[src/rtl/arfip_pkg.sv]
package arfip_pkg;

    localparam int DEF_RAM_BYTES = 2048;
    localparam int DEF_REG_BASE  = 2048;
    localparam int DEF_REG_WORDS = 256;
    localparam int SUB_WORDS     = 256;
    localparam int SUB_AW        = 8;

    localparam logic [31:0] VERSION_VALUE = 32'h0001_0000;
    localparam int AI_READ_BIT  = 31;
    localparam int TOG_PLL_BIT  = 24;
    localparam int DONE_PLL_BIT = 25;
    localparam int TOG_PHY_BIT  = 26;
    localparam int DONE_PHY_BIT = 27;

    localparam logic [15:0] FIFO_RX   = 16'h0c00;
    localparam logic [15:0] FIFO_TX   = 16'h0e00;
    localparam logic [15:0] OFS_CTRL  = 16'h0090;
    localparam logic [15:0] OFS_WDATA = 16'h00a0;
    localparam logic [15:0] OFS_RDATA = 16'h00a4;

    localparam logic [3:0] SUB_SET = 4'h4;
    localparam logic [3:0] SUB_CLR = 4'h8;
    localparam logic [3:0] SUB_TOG = 4'hc;

    localparam logic [13:0] CTRL_WORD  = OFS_CTRL[15:2];
    localparam logic [13:0] WDATA_WORD = OFS_WDATA[15:2];
    localparam logic [13:0] RDATA_WORD = OFS_RDATA[15:2];

    typedef enum logic [1:0] {
        C_NONE,
        C_RAM,
        C_REG
    } t_cls;

    typedef enum logic [1:0] {
        W_PLAIN,
        W_SET,
        W_CLR,
        W_TOG
    } t_wop;

    typedef enum logic [1:0] {
        T_MEM,
        T_CTRL,
        T_WDATA,
        T_RDATA
    } t_tgt;

    typedef struct packed {
        t_cls             cls;
        logic             wr;
        t_tgt             tgt;
        t_wop             wop;
        logic [13:0]      tgt_word;
        logic [3:0]       lane_en;
        logic [1:0]       shift;
        logic [3:0]       bank_en;
        logic [3:0][13:0] bank_row;
        logic [3:0][7:0]  bank_wdata;
        logic [31:0]      wdata;
    } t_op;

    function automatic logic [31:0] wop_apply(t_wop w, logic [31:0] old, logic [31:0] v);
        logic [31:0] r;
        unique case (w)
            W_PLAIN: r = v;
            W_SET:   r = old | v;
            W_CLR:   r = old & ~v;
            W_TOG:   r = old ^ v;
        endcase
        return r;
    endfunction

    function automatic logic [31:0] done_fix(logic [31:0] c);
        logic [31:0] r;
        r = c;
        r[DONE_PLL_BIT] = c[TOG_PLL_BIT];
        r[DONE_PHY_BIT] = c[TOG_PHY_BIT];
        return r;
    endfunction

endpackage

[src/rtl/arfip_front.sv]
module arfip_front
    import arfip_pkg::*;
#(
    parameter int RAM_BYTES = DEF_RAM_BYTES,
    parameter int REG_BASE  = DEF_REG_BASE,
    parameter int REG_WORDS = DEF_REG_WORDS
) (
    input  logic        i_clk,
    input  logic        i_rst_n,
    input  logic        i_valid,
    output logic        o_stall,
    input  logic        i_kind,
    input  logic [15:0] i_offset,
    input  logic [2:0]  i_size,
    input  logic [31:0] i_wdata,
    output logic        o_push,
    output t_op         o_op,
    input  logic        i_q_full
);

    localparam logic [16:0] BASE17  = 17'(REG_BASE);
    localparam logic [16:0] RAM_END = 17'(RAM_BYTES);
    localparam logic [14:0] WORDS15 = 15'(REG_WORDS);

    logic r_valid;
    t_op  r_op;
    t_op  dec;

    always_comb begin
        logic [16:0] ofs17;
        logic [16:0] addr_b;
        logic [2:0]  sz;
        logic [15:0] rel;
        logic [3:0]  sub;
        logic        alias_hit;
        logic [3:0]  en;
        logic [1:0]  bk;
        dec       = '0;
        dec.wr    = i_kind;
        dec.wdata = i_wdata;
        dec.shift = i_offset[1:0];
        ofs17     = {1'b0, i_offset};
        sz        = (i_size > 3'd4) ? 3'd4 : i_size;
        for (int b = 0; b < 4; b++) begin
            addr_b = ofs17 + 17'(b);
            en[b]  = (3'(b) < sz) && (addr_b < RAM_END);
        end
        dec.lane_en = en;
        for (int k = 0; k < 4; k++) begin
            bk                 = 2'(k) - i_offset[1:0];
            addr_b             = ofs17 + {15'd0, bk};
            dec.bank_row[k]    = addr_b[15:2];
            dec.bank_en[k]     = en[bk];
            dec.bank_wdata[k]  = i_wdata[{bk, 3'b000} +: 8];
        end
        rel       = 16'(ofs17 - BASE17);
        sub       = rel[3:0];
        alias_hit = (rel != OFS_WDATA) && (rel != OFS_RDATA) &&
                    (sub == SUB_SET || sub == SUB_CLR || sub == SUB_TOG);
        dec.tgt_word = alias_hit ? {rel[15:4], 2'b00} : rel[15:2];
        if (!alias_hit) begin
            dec.wop = W_PLAIN;
        end else if (sub == SUB_SET) begin
            dec.wop = W_SET;
        end else if (sub == SUB_CLR) begin
            dec.wop = W_CLR;
        end else begin
            dec.wop = W_TOG;
        end
        if (dec.tgt_word == CTRL_WORD) begin
            dec.tgt = T_CTRL;
        end else if (dec.tgt_word == WDATA_WORD) begin
            dec.tgt = T_WDATA;
        end else if (dec.tgt_word == RDATA_WORD) begin
            dec.tgt = T_RDATA;
        end else begin
            dec.tgt = T_MEM;
        end
        priority if (ofs17 < BASE17) begin
            dec.cls = C_RAM;
        end else if (i_offset == FIFO_RX || i_offset == FIFO_TX) begin
            dec.cls = C_NONE;
        end else if ({1'b0, rel[15:2]} >= WORDS15) begin
            dec.cls = C_NONE;
        end else begin
            dec.cls = C_REG;
        end
    end

    assign o_stall = r_valid && i_q_full;
    assign o_push  = r_valid && !i_q_full;
    assign o_op    = r_op;

    always_ff @(posedge i_clk) begin
        if (!i_rst_n) begin
            r_valid <= 1'b0;
        end else if (i_valid && !o_stall) begin
            r_valid <= 1'b1;
        end else if (o_push) begin
            r_valid <= 1'b0;
        end
    end

    always_ff @(posedge i_clk) begin
        if (i_valid && !o_stall) begin
            r_op <= dec;
        end
    end

endmodule

[config.mk]
export PLATFORM = sky130hd
export DESIGN_NAME = arfip_front
export DESIGN_NICKNAME = d
export VERILOG_FILES = /design/src/rtl/arfip_pkg.sv /design/src/rtl/arfip_front.sv
export SDC_FILE = /design/constraint.sdc
export NUM_CORES = 1
export LEC_CHECK = 0
export ABC_AREA = 1
export BUFFER_PORTS_ARGS = -buffer_cell sky130_fd_sc_hd__buf_2
export CAP_MARGIN = 20
export CORE_AREA = 5 5 170 172
export CTS_CLUSTER_SIZE = 16
export DETAILED_ROUTE_END_ITERATION = 6
export DIE_AREA = 0 0 175 177
export PLACE_DENSITY_LB_ADDON = 0.3
export RECOVER_POWER = 25
export SLEW_MARGIN = 20
export SYNTH_ARGS = -nofsm -noshare
export SYNTH_HDL_FRONTEND = slang
export SYNTH_SLANG_ARGS = --single-unit
export TNS_END_PERCENT = 100
[constraint.sdc]
create_clock -name i_clk -period 10.1 [get_ports i_clk]
set_clock_uncertainty 0.2 [all_clocks]
set_input_delay 1.515 -clock i_clk [delete_from_list [all_inputs] [get_ports i_clk]]
set_output_delay 1.515 -clock i_clk [all_outputs]
set_load 0.02 [all_outputs]
==> results of run 1 <==
[Yosys cell counts (all sizes together)]
master | instances | share of area (%)
clkbuf | 3 | 0.19
nand2 | 106 | 6.3
nand4 | 10 | 0.94
mux2i | 32 | 4.8
inv | 60 | 3.4
dfxtp | 1 | 0.30
o21ai | 36 | 2.8
nand3 | 37 | 3.2
nor2 | 40 | 3.4
nor3 | 4 | 0.47
o21a | 1 | 0.11
a31oi | 1 | 0.094
buf | 21 | 2.1
xor2 | 36 | 4.7
edfxtp | 144 | 65
clkinv | 3 | 0.17
a31o | 1 | 0.13
xnor2 | 2 | 0.26
ha | 8 | 1.5
a21oi | 2 | 0.15
a21boi | 1 | 0.11
[power by group]
group	switching, uW	internal (uW)
registers	10.8	714
logic	155	58.1
clock network	250	383
[area by class of cell]
class	count	share of cell area, %
multi-input combinational	317	22.65
sequential	145	51.16
clock inverter	13	1.709
clock buffer	18	5.054
inverter	63	2.785
tap	346	5.098
timing repair buffer	212	11.55
[cells by family after synthesis]
kind of cell | count (synthesis) | synth area share [%]
xor gates and xnor gates | 38 | 4.996
DFF | 145 | 65.21
muxes | 32 | 4.808
buffers and inverters | 87 | 5.804
AOI/OAI and AO/OA | 42 | 3.362
adders and majority gates | 8 | 1.503
and+or+nand+nor | 197 | 14.31
[sequential cells by signal (all words and copies together) (netlist names)]
register,cells
r_valid,1
o_op,144
[per-stage QoR]
stage               hold WS [ns]  util, %
global placement          0.2811    29.33
global route              0.3156    31.08
finish                    0.2948    31.08
CTS                       0.3016    31.44
floorplan                 0.2629        -
detailed placement        0.2922    29.33
[worst paths after layout]
path                           to  cells after the start                 start
max            o_op[75]$_DFFE_PP_                     10           i_offset[0]
min          r_valid$_SDFFE_PN0P_                      2  r_valid$_SDFFE_PN0P_
max reg2reg    o_op[17]$_DFFE_PP_                      4  r_valid$_SDFFE_PN0P_
min reg2reg  r_valid$_SDFFE_PN0P_                      2  r_valid$_SDFFE_PN0P_
[layer usage]
layer	share of wire (%)	GRT usage, %	vias up
met5	0	0	-
met4	2.1	4.648	0
met3	5.6	3.119	19
met2	49	20.18	120
met1	43	15.58	2271
li1	-	-	2290
[worst register-to-register path, stage by stage (launching register included)]
cell      delay [ns]
dfxtp_1         0.31
nand2_1         0.07
inv_1           0.05
nor2_1          0.73
clkbuf_1        1.18
==> reports/metrics.yaml, run 1 <==
placement:
  place_area_sq_mm: 0.008015
  place_hpwl_um: 14120
  place_congestion: 0.7920
  dp_slack_ns: 5.045
  port_buffers: 208
  dp.cells: 1082
drt:
  ant_nets: 0
  drt_iter0_markers: 251
  wl_um: 19290
  via_per_inst: 4.219
  num_vias: 4700
  dr.pass1.iters: 4
  drc: 0
  post_drt_wl_per_cell_um: 17.32
cells_and_area:
  ff_latch_area_sq_mm: 0.004344
  drive_above_1_share_pct: 26.43
  final-instance-count-excl-fill: 1114
  most-common-layout-cells: "edfxtp_1 (144), buf_2 (142), nand2_1 (98)"
  final_common_cell: "edfxtp_1"
  multi_input_area_sq_mm: 0.001923
  insertedDiodeCount: 0
  area_delta_synth_final_pct: 27.48
  nets: 820
  fin_area_sq_mm: 0.008492
  nFillCells: 2821
critical_path:
  cp-start-kind: "input port"
  criticalPathCategory: "in -> reg"
  slowest_delay_ns: 2.09
  arrival_ns: 6.63
  cp.required_ns: 10.04
  ff2ff_setup_slack_ns: 7.14
  crit_top_cell: "nor2_1"
  slowest_stage: "clkbuf_1"
  cpLargestDelayFamily: "buffers and inverters"
  crit_chain: "buf_2 -> clkbuf_1 -> clkinv_1 -> ha_1 -> xnor2_1 -> nor2_1 -> o21a_1 -> nand2_1 -> nor2_1 -> xor2_1"
  cp-end-kind: "register"
  crit_buf_inv: 3
  path_max_fanout: 43
cts:
  cts_buffer_depth: 2
  cts_tree: "built"
  ctsHtreeMaxLevel: 4
  clock_latency_ns: 0.42
  cts_hold_buf: 0
  clock-sinks: 145
  cts_resized: 0
  cts_root_buf: "clkbuf_16"
  clk_pin_slew_ns: 0.07
  cts_made_buffers: 17
  cts_setup_buffers: 0
power_and_ir_drop:
  p_total_uw: 1571
  power_density_mw_per_mm2: 185.0
  p_leak_uw: 0.003560
  ir_worst_vdd_mv: 0.08522
yosys:
  synth_area_sq_mm: 0.006661
  yosysSeqAreaShare_pct: 65.21
  ys_types: 33
  netlist_instances: 549
  yosys_warnings: 0
  syn_nets: 613
  syn_area_per_cell_sq_um: 12.13
  ys_seq_elements: 145
sta:
  fmax_mhz: 149.5
  period_needed_ns: 6.687
  hold_viol: 0
  worst_slack_ns: 3.413
  slew_headroom_pct: -98.78
  final-setup-viol-count: 0
  rsz0062_at_grt: "no"
  setup_tns_ns: 0
  drv_slew: 72
  fin_crit_sh_pct: 66.21
  worstMarginPinSlew_ns: 2.982
hold_path:
  hp-class: "reg -> reg"
grt:
  grtUsageTotal_pct: 12.25
  grt_pass1_wl_um: 28560
  grt_remaining_overflow: 0
  antenna_found_initial: 0
  grt_pass1_vias: 4680
  grt_max_degree: 74
floorplan:
  io_pins: 209
  die_y_um: 177
  rows: 61
  dieWidth_um: 175
  initial_core_util_pct: 24.38
  die_area_sq_mm: 0.03098
  core_area_sq_mm: 0.02732
job:
  maxCapViolCount: 2
outcome:
  violations: "capacitance limit, slew limit"
  status: "finished with violations"
Power figures use the tool's default switching activity.
==> run 2: changes to the inputs <==
Settings changed: ABC_AREA 1 to 0, CORE_AREA 5 5 170 172 to 5 5 169 171, DIE_AREA 0 0 175 177 to 0 0 174 176.
Clock period 10.1 ns to 6.2 ns, I/O delays scaled along.
==> run 2 against run 1 <==
- critical path depth fell by 2
- worst setup slack got worse by 1.6 ns
- the flow still finishes with violations (capacitance limit, slew limit)
- final area is 1.2% lower
- clock power is 71% higher
- clock-buffer cell count unchanged
- critical endpoint is now o_op[121]$_DFFE_PP_
- first-iteration DRC count shrank 14%
- flip-flop and latch count unchanged
- hold slack gained 0.14 ns
- power up 65%
- via count down 9.6%
- global-route usage fell by 0.50 points
- critical path type unchanged
==> reports/metrics.yaml, run 2 <==
cells_and_area:
  most-common-layout-cells: "edfxtp_1 (144), buf_2 (119), clkbuf_1 (91)"  # was edfxtp_1 (144), buf_2 (142), nand2_1 (98)
  area_delta_synth_final_pct: 27.72  # was 27.48%
  multi_input_area_sq_mm: 0.001973  # was 0.001923 sq mm
  postLayoutCoreUtil_pct: 31.38  # was 31.08%
  nFillCells: 2728  # was 2821
  final_common_cell: "edfxtp_1"  # unchanged
  ff_latch_area_sq_mm: 0.004344  # unchanged
  final-instance-count-excl-fill: 964  # was 1114
  nets: 674  # was 820
  insertedDiodeCount: 0  # unchanged
  drive_above_1_share_pct: 31.14  # was 26.43%
  largest_register_ff_count: 144  # unchanged
yosys:
  synthArstFlopShare_pct: 0  # unchanged
  synth_top_family_by_area: "multiplexers"  # was simple AND/OR/NAND/NOR gates
  synth.top_cell.area_share_pct: 65.85  # was 64.91%
  ys_seq_elements: 145  # unchanged
  synth_compound_area_share_pct: 2.248  # was 3.362%
  ys_top_cells_by_count: "edfxtp_1 (144), mux4_2 (32), nor2_1 (28)"  # was edfxtp_1 (144), nand2_1 (98), inv_1 (54)
  synth_ff_type: "edfxtp_1"  # unchanged
  synthSimpleGateAreaFrac_pct: 8.518  # was 14.31%
  yosysSeqAreaShare_pct: 66.16  # was 65.21%
  netlist_top_cells_area: "edfxtp_1 (66%), mux4_2 (11%), xnor2_1 (3.5%)"  # was edfxtp_1 (65%), nand2_1 (5.5%), mux2i_1 (4.8%)
  syn_area_per_cell_sq_um: 15.94  # was 12.13 sq um
  synth_adder_area_share_pct: 1.524  # was 1.503%
  yosys_warnings: 0  # unchanged
  synthMostInstantiatedCell: "edfxtp_1"  # unchanged
  syn_nets: 476  # was 613
  synth.largest_area_cell: "edfxtp_1"  # unchanged
  synth_area_sq_mm: 0.006566  # was 0.006661 sq mm
  synth_edf_count: 144  # unchanged
  ys_types: 44  # was 33
  yosys-mux-area-fraction_pct: 11.62  # was 4.808%
  synth_xor_xnor_area_share_pct: 6.136  # was 4.996%
  netlist_instances: 412  # was 549
sta:
  period_needed_ns: 4.393
  final-setup-viol-count: 0  # unchanged
  drv_slew: 67  # was 72
  fin_crit_sh_pct: 70.86
  setup_tns_ns: 0  # unchanged
  fmax_mhz: 227.6
  slew_headroom_pct: -50.29  # was -98.78%
  hold_viol: 0  # unchanged
  rsz0062_at_grt: "no"  # unchanged
  worstMarginPinSlew_ns: 2.254  # was 2.982 ns
power_and_ir_drop:
  power.switching_uw: 686.1  # was 415.3 uW
  comb_power_share_pct: 13.1  # was 13.5%
  switching_share_pct: 26.41  # was 26.44%
  ir_worst_vdd_mv: 0.1458  # was 0.08522 mV
  power_density_mw_per_mm2: 309.8  # was 185.0 mW/mm^2
  p_leak_uw: 0.003001  # was 0.003560 uW
  intPower_uw: 1912  # was 1155 uW
  power.share.sequential_pct: 45.4  # was 46.2%
  clkPwrFrac_pct: 41.5  # was 40.3%
hold_path:
  hp-class: "reg -> reg"  # unchanged
  hold_path.startpoint: "r_valid$_SDFFE_PN0P_"  # unchanged
  hold_path_end: "r_valid$_SDFFE_PN0P_"  # unchanged
  hold_path_depth: 2  # unchanged
critical_path:
  crit_buf_inv: 2  # was 3
  cp.required_ns: 6.17  # was 10.04 ns
  cp-start-kind: "input port"  # unchanged
  r2r-end: "o_op[58]$_DFFE_PP_"  # was o_op[17]$_DFFE_PP_
  ff2ff_setup_slack_ns: 3.59  # was 7.14 ns
  crit_chain: "clkbuf_1 -> inv_1 -> ha_1 -> nor4_1 -> a21boi_0 -> nand4_1 -> nor3_1 -> o32a_1"  # was buf_2 -> clkbuf_1 -> clkinv_1 -> ha_1 -> xnor2_1 -> nor2_1 -> o21a_1 -> nand2_1 -> nor2_1 -> xor2_1
  r2r_start: "r_valid$_SDFFE_PN0P_"  # unchanged
  slowest_delay_ns: 1.25  # was 2.09 ns
  cpLargestDelayFamily: "buffers and inverters"  # unchanged
  slowest_stage: "clkbuf_1"  # unchanged
  cp-end-kind: "register"  # unchanged
  arrival_ns: 4.36  # was 6.63 ns
  path_max_fanout: 32  # was 43
  r2r_cells: 3  # was 4
  criticalPathCategory: "in -> reg"  # unchanged
grt:
  grt_pass1_wl_um: 27280  # was 28560 um
  grt_max_degree: 80  # was 74
  grt_pass1_vias: 4270  # was 4680
  antenna_found_initial: 0  # unchanged
  grtUsageTotal_pct: 11.75  # was 12.25%
  grt_remaining_overflow: 0  # unchanged
outcome:
  violations: "capacitance limit, slew limit"  # unchanged
  status: "finished with violations"  # unchanged
cts:
  cts_tree: "built"  # unchanged
  clock_latency_ns: 0.41  # was 0.42 ns
  cts_setup_buffers: 0  # unchanged
  cts_hold_buf: 0  # unchanged
  cts_made_buffers: 17  # unchanged
  cts_resized: 0  # unchanged
  ctsHtreeMaxLevel: 4  # unchanged
  cts_root_buf: "clkbuf_16"  # unchanged
  cts_buffer_depth: 2  # unchanged
  clk_pin_slew_ns: 0.07  # about the same
  clock-sinks: 145  # unchanged
drt:
  ant_nets: 0  # unchanged
  wl_um: 18190  # was 19290 um
  dr.pass1.iters: 4  # unchanged
  num_vias: 4250  # was 4700
  post_drt_wl_per_cell_um: 18.87  # was 17.32 um
  via_per_inst: 4.409  # was 4.219
  drt_iter0_markers: 215  # was 251
  drc: 0  # unchanged
floorplan:
  io_pins: 209  # unchanged
  die_area_sq_mm: 0.03062  # was 0.03098 sq mm
  core_area_sq_mm: 0.02673  # was 0.02732 sq mm
  die_y_um: 176  # was 177 um
  dieWidth_um: 174  # was 175 um
  rows: 60  # was 61
  initial_core_util_pct: 24.57  # was 24.38%
placement:
  dp.cells: 932  # was 1082
  place_hpwl_um: 13320  # was 14120 um
  place_congestion: 0.7860  # was 0.7920
  port_buffers: 208  # unchanged
job:
  maxCapViolCount: 2  # unchanged
## run 2: cell types whose count changed in the layout (fill, tap and decap cells not counted), moves of 26 or more
cell | before | now
inv_1 | 54 | 18
nand2_1 | 98 | 15
o21ai_0 | 34 | 4
mux4_2 | 0 | 32
nand3_1 | 33 | 7
mux2i_1 | 32 | 2
## run 2: how the worst max path moves through the flow
| stage | slack [ns] | endpoint | startpoint | depth (start not counted) |
|---|---|---|---|---|
| after floorplan | 0.61 | o_op[0]$_DFFE_PP_ | i_q_full | 2 |
| after global placement | 2.38 | o_op[103]$_DFFE_PP_ | i_offset[1] | 8 |
| after detailed placement | 2.24 | o_op[121]$_DFFE_PP_ | i_offset[1] | 8 |
| after CTS | 2.68 | o_op[121]$_DFFE_PP_ | i_offset[1] | 8 |
| after global routing | 1.42 | o_op[121]$_DFFE_PP_ | i_offset[1] | 8 |
| final | 1.81 | o_op[121]$_DFFE_PP_ | i_offset[1] | 8 |
## run 2: worst min-delay path, stage by stage (launching register included)
cell and delay (ns):
dfxtp_1 0.31, and2_0 0.18, o21a_1 0.12
## run 2: power by group through the flow
| stage | sequential, uW | combinational (uW) | clock (uW) |
|---|---|---|---|
| after floorplan | 1290 | 136 | 0 |
| after CTS | 1180 | 356 | 1110 |
| final | 1180 | 340 | 1080 |
| after global routing | 1190 | 368 | 1160 |
| after global placement | 1200 | 356 | 0 |
| after detailed placement | 1200 | 355 | 0 |
## run 2: metrics by stage
| stage | cell area, sq um | hold slack, ns | power [uW] | setup WS [ns] |
|---|---|---|---|---|
| global placement | 7903 | 0.4417 | 1555 | 2.385 |
| floorplan | 6569 | 0.5300 | 1425 | 0.6053 |
| global route | 8387 | 0.4744 | 2714 | 1.422 |
| finish | 8387 | 0.4391 | 2598 | 1.807 |
| CTS | 8509 | 0.4690 | 2650 | 2.677 |
| detailed placement | 7903 | 0.4482 | 1555 | 2.237 |
## run 2: final cells by class
class | count | share of cell area, %
clock buffer | 18 | 5.117
clock inverter | 14 | 2.118
inverter | 18 | 0.8056
multi-input combinational | 216 | 23.53
sequential | 145 | 51.80
tap | 341 | 5.087
timing repair buffer | 212 | 11.55
## run 2: per-layer routing
layer / global-route usage, % / routed length [um] / up-vias
met2: 18.33 / 8412 / 189
met3: 4.433 / 1421 / 15
li1: - / - / 1968
met1: 15.15 / 8092 / 2078
met4: 3.893 / 264 / 0
met5: 0 / 0 / -
## run 2: kinds of logic (layout without fill, tap and decap cells)
logic type               after synthesis  count (layout)
AND/OR/NAND/NOR                      104             104
flip-flops                           145             145
XOR/XNOR                              46              46
adder cells (fa/ha/maj)                8               8
multiplexers                          36              36
buffers and inverters                 51             262
AO/OA/AOI/OAI                         22              22
