<file path="config.mk">
export PLATFORM = sky130hd
export DESIGN_NAME = arfip_queue
export DESIGN_NICKNAME = d
export VERILOG_FILES = /design/src/rtl/arfip_pkg.sv /design/src/rtl/arfip_queue.sv
export SDC_FILE = /design/constraint.sdc
export NUM_CORES = 1
export LEC_CHECK = 0
export BUFFER_PORTS_ARGS = -buffer_cell sky130_fd_sc_hd__buf_2
export CAP_MARGIN = 20
export CORE_ASPECT_RATIO = 2
export CORE_MARGIN = 2
export CORE_UTILIZATION = 50
export DETAILED_ROUTE_END_ITERATION = 10
export PLACE_DENSITY_LB_ADDON = 0.1
export SLEW_MARGIN = 20
export SYNTH_ARGS = -nofsm -noshare
export SYNTH_HDL_FRONTEND = slang
export SYNTH_SLANG_ARGS = --single-unit
</file>
<file path="constraint.sdc">
create_clock -name i_clk -period 8.9 [get_ports i_clk]
set_input_delay 0.89 -clock i_clk [delete_from_list [all_inputs] [get_ports i_clk]]
set_output_delay 0.89 -clock i_clk [all_outputs]
set_load 0.02 [all_outputs]
</file>
<file path="src/rtl/arfip_pkg.sv">
package arfip_pkg;

    localparam int DEF_RAM_BYTES = 2048;
    localparam int DEF_REG_BASE  = 2048;
    localparam int DEF_REG_WORDS = 256;
    localparam int SUB_WORDS     = 256;
    localparam int SUB_AW        = 8;

    localparam logic [31:0] VERSION_VALUE = 32'h0001_0000;
    localparam int AI_READ_BIT  = 31;
    localparam int TOG_PLL_BIT  = 24;
    localparam int DONE_PLL_BIT = 25;
    localparam int TOG_PHY_BIT  = 26;
    localparam int DONE_PHY_BIT = 27;

    localparam logic [15:0] FIFO_RX   = 16'h0c00;
    localparam logic [15:0] FIFO_TX   = 16'h0e00;
    localparam logic [15:0] OFS_CTRL  = 16'h0090;
    localparam logic [15:0] OFS_WDATA = 16'h00a0;
    localparam logic [15:0] OFS_RDATA = 16'h00a4;

    localparam logic [3:0] SUB_SET = 4'h4;
    localparam logic [3:0] SUB_CLR = 4'h8;
    localparam logic [3:0] SUB_TOG = 4'hc;

    localparam logic [13:0] CTRL_WORD  = OFS_CTRL[15:2];
    localparam logic [13:0] WDATA_WORD = OFS_WDATA[15:2];
    localparam logic [13:0] RDATA_WORD = OFS_RDATA[15:2];

    typedef enum logic [1:0] {
        C_NONE,
        C_RAM,
        C_REG
    } t_cls;

    typedef enum logic [1:0] {
        W_PLAIN,
        W_SET,
        W_CLR,
        W_TOG
    } t_wop;

    typedef enum logic [1:0] {
        T_MEM,
        T_CTRL,
        T_WDATA,
        T_RDATA
    } t_tgt;

    typedef struct packed {
        t_cls             cls;
        logic             wr;
        t_tgt             tgt;
        t_wop             wop;
        logic [13:0]      tgt_word;
        logic [3:0]       lane_en;
        logic [1:0]       shift;
        logic [3:0]       bank_en;
        logic [3:0][13:0] bank_row;
        logic [3:0][7:0]  bank_wdata;
        logic [31:0]      wdata;
    } t_op;

    function automatic logic [31:0] wop_apply(t_wop w, logic [31:0] old, logic [31:0] v);
        logic [31:0] r;
        unique case (w)
            W_PLAIN: r = v;
            W_SET:   r = old | v;
            W_CLR:   r = old & ~v;
            W_TOG:   r = old ^ v;
        endcase
        return r;
    endfunction

    function automatic logic [31:0] done_fix(logic [31:0] c);
        logic [31:0] r;
        r = c;
        r[DONE_PLL_BIT] = c[TOG_PLL_BIT];
        r[DONE_PHY_BIT] = c[TOG_PHY_BIT];
        return r;
    endfunction

endpackage

</file>
<file path="src/rtl/arfip_queue.sv">
module arfip_queue
    import arfip_pkg::*;
(
    input  logic i_clk,
    input  logic i_rst_n,
    input  logic i_push,
    input  t_op  i_op,
    output logic o_full,
    output logic o_valid,
    output t_op  o_op,
    input  logic i_pop
);

    t_op        r_slot [2];
    logic       r_wr_ptr;
    logic       r_rd_ptr;
    logic [1:0] r_count;

    assign o_full  = (r_count == 2'd2);
    assign o_valid = (r_count != 2'd0);
    assign o_op    = r_slot[r_rd_ptr];

    always_ff @(posedge i_clk) begin
        if (!i_rst_n) begin
            r_wr_ptr <= 1'b0;
            r_rd_ptr <= 1'b0;
            r_count  <= 2'd0;
        end else begin
            if (i_push) begin
                r_wr_ptr <= ~r_wr_ptr;
            end
            if (i_pop) begin
                r_rd_ptr <= ~r_rd_ptr;
            end
            if (i_push && !i_pop) begin
                r_count <= r_count + 2'd1;
            end else if (i_pop && !i_push) begin
                r_count <= r_count - 2'd1;
            end
        end
    end

    always_ff @(posedge i_clk) begin
        if (i_push) begin
            r_slot[r_wr_ptr] <= i_op;
        end
    end

endmodule

</file>
==> results_tabular.tex, run 1 <==
\begin{tabular}{lr}
\hline
Metric & Value \\
\hline
\multicolumn{2}{l}{\textbf{Worst setup path}} \\
\quad Data arrival time of the critical path & between 2000 and 3000 ps \\
\quad Crit-path cells & buf\_4 -> mux2\_2 -> buf\_2 \\
\quad CP Launch Type & register \\
\quad Element type at the critical path end & primary output \\
\quad Critical path data required time & around 8000 ps \\
\quad Length in cells of the worst reg-to-reg path & 2 \\
\quad FF-to-FF End & r\_slot[1][113] \\
\quad Highest net fanout along the worst path & 58 \\
\quad Critical Setup Path Class & register to primary output \\
\quad CP max stage cell & sky130\_fd\_sc\_hd\_\_buf\_4 \\
\quad R2R setup slack & 6230 ps \\
\quad Crit-path max cell delay & 860 ps \\
\quad Family of cells with the greatest summed delay on the critical path & buffers and inverters \\
\quad Buffering stage count on the worst path with inverters included & 2 \\
\quad Critical register-to-register path startpoint & r\_wr\_ptr \\
\multicolumn{2}{l}{\textbf{Logic synthesis}} \\
\quad Warning count from the yosys run & 0 \\
\quad Multiplexer area fraction after synthesis & 0.1775 \\
\quad Top cell type by total area after synthesis & sky130\_fd\_sc\_hd\_\_edfxtp\_1 \\
\quad Library cells used by synthesis & 17 \\
\quad Adder-cell share of the synthesized area & 0.001090 \\
\quad Simple-Gate Fraction of Synth Area & 0.004905 \\
\quad Sequential area share after synthesis & 0.7987 \\
\quad Most instantiated cells after synthesis & sky130\_fd\_sc\_hd\_\_edfxtp\_1 (302), sky130\_fd\_sc\_hd\_\_mux2\_4 (90), sky130\_fd\_sc\_hd\_\_mux2\_2 (61), sky130\_fd\_sc\_hd\_\_buf\_6 (11), sky130\_fd\_sc\_hd\_\_buf\_2 (6) \\
\quad Syn Inst Count & 492 \\
\quad EDFF count, synth & approximately 300 \\
\quad Syn Nets & 648 \\
\quad Synthesized cell area & 11480 sq um \\
\quad Share of the synthesized netlist area taken by xor and xnor gates & 0.002289 \\
\quad Post-synthesis register bit count & approximately 300 \\
\quad Area contributors post-synth & sky130\_fd\_sc\_hd\_\_edfxtp\_1 (79\%), sky130\_fd\_sc\_hd\_\_mux2\_4 (12\%), sky130\_fd\_sc\_hd\_\_mux2\_2 (6.0\%) \\
\quad Top-count cell post-synth & sky130\_fd\_sc\_hd\_\_edfxtp\_1 \\
\quad Most used DFF post-synth & sky130\_fd\_sc\_hd\_\_edfxtp\_1 \\
\quad Share of flip-flops with an asynchronous set or reset & 0 \\
\quad Compound-Gate Fraction of Synth Area & 0.001744 \\
\quad Post-Syn Area per Cell & 23.33 sq um \\
\quad Area share of the largest cell type after synthesis & 0.7900 \\
\quad Main combinational cell family by area after synthesis & multiplexers \\
\multicolumn{2}{l}{\textbf{Floorplanning}} \\
\quad Horizontal extent of the die & 111.1 microns \\
\quad Effective utilization at floorplan & 0.5070 \\
\quad Core box area & 22640 sq um \\
\quad I/O pin count & 308 \\
\quad Overall die area & 24260 sq um \\
\quad Height of the die & 218.3 microns \\
\quad Placement row count & 78 \\
\multicolumn{2}{l}{\textbf{Clocking}} \\
\quad Hold Buf Count CTS & 0 \\
\quad Post-CTS Repair Setup Buffers & 0 \\
\quad Clock slew at the register clock pins of the worst setup and hold paths & 60 ps \\
\quad Total number of clock tree sinks & roughly 310 \\
\quad Later-pin clock latency in the skew report & 530 ps \\
\quad Number of buffers on the longest clock path & 3 \\
\quad Number of H-tree levels & 1 \\
\quad CTS tree & done \\
\quad Root buf cell & sky130\_fd\_sc\_hd\_\_clkbuf\_16 \\
\quad Post-cts resize count & 0 \\
\quad Inserted Clock Buffers & 26 \\
\multicolumn{2}{l}{\textbf{STA}} \\
\quad Final worst-path cycle share & 0.4202 \\
\quad Setup\_tns & 0 ps \\
\quad Pin slew with the least headroom to its limit & 1071 ps \\
\quad Hold violation count in the final report & 0 \\
\quad Final Slew Violations & 0 \\
\quad Fmax & 267.4 MHz \\
\quad Worst setup skew after layout & 9.607 ps \\
\quad Tightest slew margin relative to the limit & 0.2859 \\
\quad Worst Hold Margin & approximately 530 ps \\
\quad Setup repair after global routing missed its margin & no \\
\quad Final critical delay including setup and external delays & 3739 ps \\
\quad Final setup fails & 0 \\
\multicolumn{2}{l}{\textbf{Detailed routing}} \\
\quad Final routed wire length divided by cell count & 19.92 microns \\
\quad Routed WL & 22.43 mm \\
\quad Total via count after detailed routing & 5665 \\
\quad Drt drc & 0 \\
\quad Post-detailed-route count of antenna-violating nets & 0 \\
\quad Post-detailed-route via-to-cell ratio & 5.031 \\
\quad First-pass iteration count of the detailed router & 4 \\
\quad First DRT Iteration DRCs & between 200 and 250 \\
\multicolumn{2}{l}{\textbf{Cells and area}} \\
\quad Proportion of layout cells with a drive suffix above 1 & 0.6065 \\
\quad Number of nets at the end of the flow & 972 \\
\quad Sequential standard cell area & 9173 sq um \\
\quad Fill cells & 1687 \\
\quad Multi-input gate area in the final layout & 2163 sq um \\
\quad Design area & about 14000 sq um \\
\quad Final standard cell utilization of the core & 0.6289 \\
\quad Area growth from synthesis to layout & 24.04\% \\
\multicolumn{2}{l}{\textbf{Power}} \\
\quad Peak ir drop on the vdd network & 0.1982 mV \\
\quad Static leakage & 5.544 nW \\
\quad Power density over cell area & 231.9 nW/um\^{}2 \\
\multicolumn{2}{l}{\textbf{GRT}} \\
\quad Pin count of the biggest net entering global routing & slightly below 80 \\
\quad Met2 GRT Util & 0.3258 \\
\quad Total grt overflow & 0 \\
\quad First-pass GRT wire length & 33.44 mm \\
\quad Antenna violations before repair & 9 \\
\quad Met3 usage in global routing & 0.05380 \\
\quad Met1 usage & 0.1868 \\
\quad Global Route Usage Sum & 0.1801 \\
\quad Most utilized layer in the global route result & met2 \\
\quad Via count of the first global-routing pass & 6242 \\
\multicolumn{2}{l}{\textbf{Placement}} \\
\quad Sum of net half-perimeters after detailed placement & between 15 and 20 mm \\
\quad Cell area reported after detailed placement & around 13000 sq um \\
\quad Routability-driven placement congestion ratio & roughly 0.75 \\
\quad Total of buffers placed on input and output ports & 307 \\
\multicolumn{2}{l}{\textbf{Worst hold path}} \\
\quad Worst Hold Launch & r\_count[1] \\
\quad Worst min-delay path endpoint & r\_count[1] \\
\quad Min-Delay Path Class & register to register \\
\quad Number of instances on the worst hold path & 2 \\
\multicolumn{2}{l}{\textbf{Status}} \\
\quad Result of the run & completed \\
\multicolumn{2}{l}{\textbf{Run}} \\
\quad Max\_cap viols & 0 \\
\hline
\end{tabular}
metrics by stage:
step	total power, mW	std cells	setup WS, ps
3_3_place_gp	2.124	1067	5666
4_1_cts	3.336	1115	5103
3_5_place_dp	2.138	1067	5584
6_report	3.302	1126	5161
5_1_grt	3.413	1122	5009
2_1_floorplan	2.006	492	767.0
worst max-delay path by stage:
stage                     startpoint              to  cells after the start
final                       register         o_op[3]                      3
after floorplan               i_push    r_slot[0][0]                      1
after detailed placement      i_push  r_slot[1][114]                      3
after global routing        register        o_op[24]                      3
after global placement        i_push  r_slot[1][114]                      3
after CTS                   register        o_op[45]                      3
worst register-to-register path, delay by kind of cell (launching register included):
| family | cells | cell delay, ps |
|---|---|---|
| buf+inv | 1 | 950 |
| flops | 1 | 380 |
| simple gates | 1 | 870 |
report_power, final:
part / total (mW) / switching (mW) / internal [mW]
sequential: 1.70 / 0.0279 / 1.67
combinational: 0.401 / 0.224 / 0.177
clock: 1.20 / 0.475 / 0.725
routing by layer:
layer,vias to the layer above,part of all wire
met5,-,0.0012
met4,4,0.043
met3,55,0.075
met2,226,0.54
met1,2762,0.34
li1,2618,-
logic make-up (layout without fill, tap and decap cells):
group / count (synthesis) / in the layout
other cells: 0 / 10
compound gates: 3 / 3
buf+inv: 18 / 362
xor+xnor: 3 / 3
simple gates: 9 / 9
mux: 151 / 151
fa+ha+maj: 1 / 1
flops: 307 / 307
sequential cells by signal, summed over array words and instances (netlist names), named ones only:
register  cells
r_wr_ptr      1
r_count       2
r_slot      302
r_rd_ptr      1
final cells by class:
cell class / count / area share
Multi-Input combinational cell: 167 / 0.1519
Sequential cell: 307 / 0.6441
Clock inverter: 19 / 0.01687
Antenna cell: 10 / 0.001757
Clock buffer: 29 / 0.04797
Tap cell: 280 / 0.02460
Timing Repair Buffer: 313 / 0.1125
Inverter: 1 / 0.0002636
placed cells by master, fill, tap and decap left out, types with 2 or more instances in the layout:
cell / n
sky130_fd_sc_hd__buf_2: 307
sky130_fd_sc_hd__edfxtp_1: 302
sky130_fd_sc_hd__mux2_4: 90
sky130_fd_sc_hd__mux2_2: 61
sky130_fd_sc_hd__clkbuf_16: 27
sky130_fd_sc_hd__diode_2: 10
sky130_fd_sc_hd__clkinv_1: 7
sky130_fd_sc_hd__bufinv_16: 6
sky130_fd_sc_hd__clkinv_2: 5
sky130_fd_sc_hd__buf_4: 5
sky130_fd_sc_hd__dfxtp_1: 4
sky130_fd_sc_hd__and2_1: 3
sky130_fd_sc_hd__xor2_1: 2
sky130_fd_sc_hd__nor2b_1: 2
sky130_fd_sc_hd__clkbuf_1: 2
(Power assumes the default switching activity.)
==> inputs of run 2 (changes only) <==
Clock period 8.9 ns to 3.9 ns, I/O delays scaled along.
==> results_tabular.tex, run 2 (same netlist as run 1, synthesis figures left out) <==
\begin{tabular}{lr}
\hline
Metric & Value \\
\hline
\multicolumn{2}{l}{\textbf{Clocking}} \\
\quad Root buf cell & sky130\_fd\_sc\_hd\_\_clkbuf\_16 \\
\quad Total number of clock tree sinks & 307 \\
\quad Inserted Clock Buffers & 26 \\
\quad Number of H-tree levels & 1 \\
\quad Post-CTS Repair Setup Buffers & 0 \\
\quad Post-cts resize count & 0 \\
\quad CTS tree & done \\
\quad Later-pin clock latency in the skew report & 530 ps \\
\quad Clock slew at the register clock pins of the worst setup and hold paths & 70 ps \\
\quad Hold Buf Count CTS & 0 \\
\quad Number of buffers on the longest clock path & 3 \\
\multicolumn{2}{l}{\textbf{STA}} \\
\quad Fmax & 359.2 MHz \\
\quad Setup repair after global routing missed its margin & no \\
\quad Final setup fails & 0 \\
\quad Final critical delay including setup and external delays & 2784 ps \\
\quad Final worst-path cycle share & 0.7139 \\
\quad Worst setup skew after layout & between 10 and 15 ps \\
\quad Setup\_tns & 0 ps \\
\quad Final Slew Violations & 0 \\
\quad Hold violation count in the final report & 0 \\
\quad Tightest slew margin relative to the limit & 0.4670 \\
\quad Pin slew with the least headroom to its limit & between 700 and 800 ps \\
\multicolumn{2}{l}{\textbf{Floorplanning}} \\
\quad Placement row count & between 70 and 80 \\
\quad Core box area & between 20000 and 25000 sq um \\
\quad Height of the die & 218.3 microns \\
\quad I/O pin count & 308 \\
\quad Horizontal extent of the die & 111.1 microns \\
\quad Overall die area & 24260 sq um \\
\quad Effective utilization at floorplan & 0.5070 \\
\multicolumn{2}{l}{\textbf{Worst setup path}} \\
\quad Element type at the critical path end & primary output \\
\quad Critical register-to-register path startpoint & r\_wr\_ptr \\
\quad CP Launch Type & register \\
\quad R2R setup slack & 2210 ps \\
\quad Critical path data required time & between 3000 and 4000 ps \\
\quad Length in cells of the worst reg-to-reg path & 2 \\
\quad FF-to-FF End & r\_slot[1][80] \\
\quad Data arrival time of the critical path & 2390 ps \\
\quad Critical Setup Path Class & register to primary output \\
\quad Highest net fanout along the worst path & between 60 and 70 \\
\multicolumn{2}{l}{\textbf{Cells and area}} \\
\quad Post-Layout Cell Count & 1120 \\
\quad Number of nets at the end of the flow & 972 \\
\quad Commonest non-fill, non-tap cell in the layout & sky130\_fd\_sc\_hd\_\_buf\_2 \\
\quad Highest-count cells in the layout ignoring fill and taps & sky130\_fd\_sc\_hd\_\_buf\_2 (307), sky130\_fd\_sc\_hd\_\_edfxtp\_1 (302), sky130\_fd\_sc\_hd\_\_mux2\_4 (90) \\
\quad Proportion of layout cells with a drive suffix above 1 & 0.6084 \\
\quad Top register by number of flip-flops & r\_slot \\
\quad Registers with the highest flip-flop counts & r\_slot x302, r\_count x2 \\
\quad Largest register FFs & 302 \\
\quad Area growth from synthesis to layout & 23.57\% \\
\multicolumn{2}{l}{\textbf{Detailed routing}} \\
\quad First DRT Iteration DRCs & 255 \\
\quad Total via count after detailed routing & about 5600 \\
\quad Post-detailed-route count of antenna-violating nets & 0 \\
\quad Post-detailed-route via-to-cell ratio & 5.043 \\
\quad Drt drc & 0 \\
\quad Routed WL & 22.08 mm \\
\quad Final routed wire length divided by cell count & 19.72 microns \\
\quad First-pass iteration count of the detailed router & 4 \\
\multicolumn{2}{l}{\textbf{Worst hold path}} \\
\quad Number of instances on the worst hold path & 1 \\
\quad Worst Hold Launch & i\_op[69] \\
\quad Min-Delay Path Class & input port to register \\
\quad Worst min-delay path endpoint & r\_slot[0][69] \\
\multicolumn{2}{l}{\textbf{Placement}} \\
\quad Routability-driven placement congestion ratio & 0.7453 \\
\quad Sum of net half-perimeters after detailed placement & 15.18 mm \\
\quad Total of buffers placed on input and output ports & $\sim$300 \\
\quad Cell count after placement & 1068 \\
\multicolumn{2}{l}{\textbf{Status}} \\
\quad Result of the run & completed \\
\multicolumn{2}{l}{\textbf{GRT}} \\
\quad Antenna violations before repair & 10 \\
\quad Total grt overflow & 0 \\
\quad Pin count of the biggest net entering global routing & 93 \\
\quad First-pass GRT wire length & 32.59 mm \\
\quad Global Route Usage Sum & 0.1749 \\
\quad Via count of the first global-routing pass & between 6000 and 7000 \\
\multicolumn{2}{l}{\textbf{Power}} \\
\quad Peak ir drop on the vdd network & 0.4061 mV \\
\quad Power density over cell area & 517.9 nW/um\^{}2 \\
\quad Static leakage & 5.505 nW \\
\multicolumn{2}{l}{\textbf{Run}} \\
\quad Max\_cap viols & 0 \\
\hline
\end{tabular}
## run 2: stage by stage
stage | hold WS (ps) | setup slack (ps) | total power, mW | utilization | area (sq um)
2_1_floorplan | 467.8 | 800.5 | 4.556 | - | 11490
3_3_place_gp | 479.2 | 1653 | 4.850 | 0.5884 | 13320
3_5_place_dp | 535.0 | 1645 | 4.878 | 0.5884 | 13320
4_1_cts | 20.62 | 1061 | 7.432 | 0.6260 | 14170
5_1_grt | 24.07 | 999.6 | 7.601 | 0.6265 | 14190
6_report | 38.56 | 1116 | 7.347 | 0.6265 | 14190
## run 2: critical path, stage by stage (launching register included)
cell	delay, ps
sky130_fd_sc_hd__dfxtp_4	790
sky130_fd_sc_hd__buf_12	470
sky130_fd_sc_hd__mux2_2	390
sky130_fd_sc_hd__buf_2	160
## run 2: worst max path at each step
stage	to	slack [ps]	cells after the start
2_1_floorplan	r_slot[0][0]	800	1
3_3_place_gp	o_op[143]	1650	3
3_5_place_dp	o_op[143]	1650	3
4_1_cts	o_op[143]	1060	3
5_1_grt	o_op[143]	1000	3
6_report	o_op[143]	1120	3
## run 2: power by group
part	internal (mW)	switching [mW]	total (mW)
sequential	3.81	0.0615	3.88
combinational	0.405	0.508	0.914
clock	1.46	1.09	2.56
total	5.68	1.66	7.35
## run 2: area by class of cell
type | instances | area (sq um)
antenna | 5 | 12.51
clock buffer | 31 | 690.7
clock inverter | 16 | 161.4
fill | 1711 | 8456
inverter | 1 | 3.754
multi-input combinational | 167 | 2163
sequential | 307 | 9173
tap | 280 | 350.3
timing repair buffer | 313 | 1632
## run 2: per-layer routing
metal  share of wire  track usage  vias up
li1                -            -     2608
met1            0.34       0.1741     2739
met2            0.55       0.3297      237
met3           0.073      0.04992       54
met4           0.039      0.08519       10
met5          0.0017            0        -
==> inputs of run 3 (changes only) <==
Settings changed: ABC_AREA set to 1.
Clock period 3.9 ns to 2.6 ns, I/O delays scaled along.
==> results_tabular.tex, run 3 <==
\begin{tabular}{lr}
\hline
Metric & Value \\
\hline
\multicolumn{2}{l}{\textbf{STA}} \\
\quad Tightest slew margin relative to the limit & 0.4532 \\
\quad Fmax & $\sim$430 MHz \\
\quad Pin slew with the least headroom to its limit & just over 800 ps \\
\quad Final critical delay including setup and external delays & 2313 ps \\
\quad Final setup fails & 0 \\
\quad Setup repair after global routing missed its margin & no \\
\quad Worst setup skew after layout & 7.144 ps \\
\quad Final Slew Violations & 0 \\
\quad Final worst-path cycle share & 0.8898 \\
\quad Hold violation count in the final report & 0 \\
\multicolumn{2}{l}{\textbf{Clocking}} \\
\quad Clock slew at the register clock pins of the worst setup and hold paths & 70 ps \\
\quad Root buf cell & sky130\_fd\_sc\_hd\_\_clkbuf\_16 \\
\quad Post-cts resize count & 0 \\
\quad CTS tree & done \\
\quad Total number of clock tree sinks & between 300 and 400 \\
\quad Later-pin clock latency in the skew report & around 530 ps \\
\quad Number of H-tree levels & 1 \\
\quad Post-CTS Repair Setup Buffers & 0 \\
\quad Number of buffers on the longest clock path & 3 \\
\quad Inserted Clock Buffers & 25 \\
\multicolumn{2}{l}{\textbf{Detailed routing}} \\
\quad Post-detailed-route via-to-cell ratio & 4.953 \\
\quad Routed WL & 25.15 mm \\
\quad Total via count after detailed routing & 6380 \\
\quad Post-detailed-route count of antenna-violating nets & 0 \\
\quad Drt drc & 0 \\
\quad Final routed wire length divided by cell count & 19.53 microns \\
\quad First DRT Iteration DRCs & 310 \\
\quad First-pass iteration count of the detailed router & 4 \\
\multicolumn{2}{l}{\textbf{Worst hold path}} \\
\quad Min-Delay Path Class & input port to register \\
\quad Worst Hold Launch & i\_pop \\
\quad Worst min-delay path endpoint & r\_rd\_ptr \\
\quad Number of instances on the worst hold path & 3 \\
\multicolumn{2}{l}{\textbf{Placement}} \\
\quad Total of buffers placed on input and output ports & 307 \\
\quad Cell count after placement & 1092 \\
\quad Sum of net half-perimeters after detailed placement & 16.88 mm \\
\quad Cell area reported after detailed placement & 13490 sq um \\
\quad Routability-driven placement congestion ratio & 0.7945 \\
\multicolumn{2}{l}{\textbf{Logic synthesis}} \\
\quad Post-synthesis register bit count & 307 \\
\quad Share of flip-flops with an asynchronous set or reset & 0 \\
\quad Top-count cell post-synth & sky130\_fd\_sc\_hd\_\_edfxtp\_1 \\
\quad Synthesized cell area & 11490 sq um \\
\quad Top cell type by total area after synthesis & sky130\_fd\_sc\_hd\_\_edfxtp\_1 \\
\quad EDFF count, synth & 302 \\
\quad Most used DFF post-synth & sky130\_fd\_sc\_hd\_\_edfxtp\_1 \\
\quad Sequential area share after synthesis & 0.7981 \\
\quad Simple-Gate Fraction of Synth Area & 0.006535 \\
\quad Main combinational cell family by area after synthesis & multiplexers \\
\quad Share of the synthesized netlist area taken by xor and xnor gates & 0 \\
\quad Library cells used by synthesis & 14 \\
\quad Syn Inst Count & approximately 510 \\
\quad Post-Syn Area per Cell & 22.75 sq um \\
\quad Adder-cell share of the synthesized area & 0.001089 \\
\quad Area share of the largest cell type after synthesis & 0.7894 \\
\quad Warning count from the yosys run & 0 \\
\quad Most instantiated cells after synthesis & sky130\_fd\_sc\_hd\_\_edfxtp\_1 (302), sky130\_fd\_sc\_hd\_\_mux2\_4 (90), sky130\_fd\_sc\_hd\_\_mux2\_2 (61), sky130\_fd\_sc\_hd\_\_buf\_6 (11), sky130\_fd\_sc\_hd\_\_nand2\_1 (9) \\
\quad Area contributors post-synth & sky130\_fd\_sc\_hd\_\_edfxtp\_1 (79\%), sky130\_fd\_sc\_hd\_\_mux2\_4 (12\%), sky130\_fd\_sc\_hd\_\_mux2\_2 (6.0\%) \\
\quad Multiplexer area fraction after synthesis & 0.1774 \\
\quad Syn Nets & 661 \\
\quad Compound-Gate Fraction of Synth Area & 0.0008713 \\
\multicolumn{2}{l}{\textbf{Cells and area}} \\
\quad Largest register FFs & 302 \\
\quad Highest-count cells in the layout ignoring fill and taps & sky130\_fd\_sc\_hd\_\_buf\_2 (307), sky130\_fd\_sc\_hd\_\_edfxtp\_1 (302), sky130\_fd\_sc\_hd\_\_dlygate4sd3\_1 (152) \\
\quad Number of nets at the end of the flow & 1147 \\
\quad Fill cells & 1533 \\
\quad Multi-input gate area in the final layout & 2146 sq um \\
\quad Registers with the highest flip-flop counts & r\_slot x302, r\_count x2 \\
\quad Commonest non-fill, non-tap cell in the layout & sky130\_fd\_sc\_hd\_\_buf\_2 \\
\quad Design area & around 16000 sq um \\
\quad Top register by number of flip-flops & r\_slot \\
\quad Area growth from synthesis to layout & 37.41\% \\
\quad Post-Layout Cell Count & 1288 \\
\quad Proportion of layout cells with a drive suffix above 1 & 0.5084 \\
\quad Sequential standard cell area & 9174 sq um \\
\quad Final standard cell utilization of the core & 0.6972 \\
\multicolumn{2}{l}{\textbf{GRT}} \\
\quad First-pass GRT wire length & 37.09 mm \\
\quad Total grt overflow & 0 \\
\quad Global Route Usage Sum & 0.1994 \\
\quad Antenna violations before repair & 1 \\
\quad Via count of the first global-routing pass & 7153 \\
\quad Pin count of the biggest net entering global routing & 104 \\
\multicolumn{2}{l}{\textbf{Floorplanning}} \\
\quad Placement row count & 78 \\
\quad Overall die area & between 20000 and 25000 sq um \\
\quad Effective utilization at floorplan & 0.5074 \\
\quad Height of the die & 218.4 microns \\
\quad I/O pin count & 308 \\
\quad Core box area & 22640 sq um \\
\quad Horizontal extent of the die & approximately 110 microns \\
\multicolumn{2}{l}{\textbf{Worst setup path}} \\
\quad Data arrival time of the critical path & 2050 ps \\
\quad Path length in cells of the critical path & 3 \\
\quad CP max stage cell & sky130\_fd\_sc\_hd\_\_dfxtp\_4 \\
\quad Critical register-to-register path startpoint & r\_wr\_ptr \\
\quad FF-to-FF End & r\_slot[0][12] \\
\quad Highest net fanout along the worst path & 39 \\
\quad Family of cells with the greatest summed delay on the critical path & flip-flops \\
\quad Length in cells of the worst reg-to-reg path & 2 \\
\quad CP Launch Type & register \\
\quad R2R setup slack & between 900 and 1000 ps \\
\quad Crit-path max cell delay & roughly 640 ps \\
\quad Crit-path cells & buf\_12 -> mux2\_2 -> buf\_2 \\
\quad Critical path data required time & 2340 ps \\
\quad Critical Setup Path Class & register to primary output \\
\quad Element type at the critical path end & primary output \\
\quad Buffering stage count on the worst path with inverters included & 2 \\
\multicolumn{2}{l}{\textbf{Status}} \\
\quad Result of the run & completed \\
\multicolumn{2}{l}{\textbf{Power}} \\
\quad Static leakage & $\sim$6.2 nW \\
\quad Peak ir drop on the vdd network & approximately 0.7 mV \\
\quad Overall Power & 10.92 mW \\
\quad Power density over cell area & 691.4 nW/um\^{}2 \\
\multicolumn{2}{l}{\textbf{Run}} \\
\quad Max\_cap viols & 0 \\
\hline
\end{tabular}
## run 3: area by class of cell
cell class                      instances  share of cell area
Sequential cell                       307              0.5811
Clock buffer                           35             0.04327
Antenna cell                            1           0.0001585
Tap cell                              280             0.02219
Timing Repair Buffer                  476              0.2097
Inverter                                8            0.002140
Clock inverter                          8            0.005469
Multi-Input combinational cell        173              0.1359
## run 3: worst max path at each step
stage	from	end	slack (ps)
after global routing	register	o_op[32]	180
after global placement	i_push	r_slot[0][124]	780
after CTS	register	o_op[26]	240
final	register	o_op[26]	290
after floorplan	r_wr_ptr	r_slot[1][0]	-430
after detailed placement	i_push	r_slot[0][56]	750
## run 3: per-layer routing
metal  routed length, microns  GRT usage  up-vias  share of wire
met4                     1211     0.1058        0          0.048
met3                     1432    0.03882       62          0.057
met2                    14310     0.3898      245           0.57
li1                         -          -     2952              -
met1                     8201     0.1926     3121           0.33
met5                        0          0        -              0
## run 3: worst register-to-register path, delay by kind of cell, from the launching register on
| kind | cells | cell delay [ps] |
|---|---|---|
| DFF | 1 | 340 |
| buffers and inverters | 1 | 300 |
| and+or+nand+nor | 1 | 630 |
## run 3: cells by family after synthesis
family	count (synthesis)
DFF	307
and+or+nand+nor	19
AOI/OAI and AO/OA	2
muxes	151
buffers and inverters	25
adders and majority gates	1
## run 3: stage by stage
step	worst slack, ps	setup TNS [ps]	hold WS [ps]
3_3_place_gp	775.7	0	447.9
4_1_cts	244.1	0	18.30
6_report	286.6	0	24.75
2_1_floorplan	-434.5	-120460	358.9
3_5_place_dp	749.8	0	450.7
5_1_grt	178.5	0	52.63
## run 3: report_power, final
part	total [mW]	switching (mW)	internal, mW
clock	3.62	1.60	2.02
combinational	1.47	0.761	0.712
sequential	5.82	0.0879	5.73
total	10.9	2.45	8.47
## run 3: repair_timing
action,4_1_cts,5_1_grt
endpoints found under the setup margin,0,0
hold endpoints to repair,303,0
hold buffers,152,0
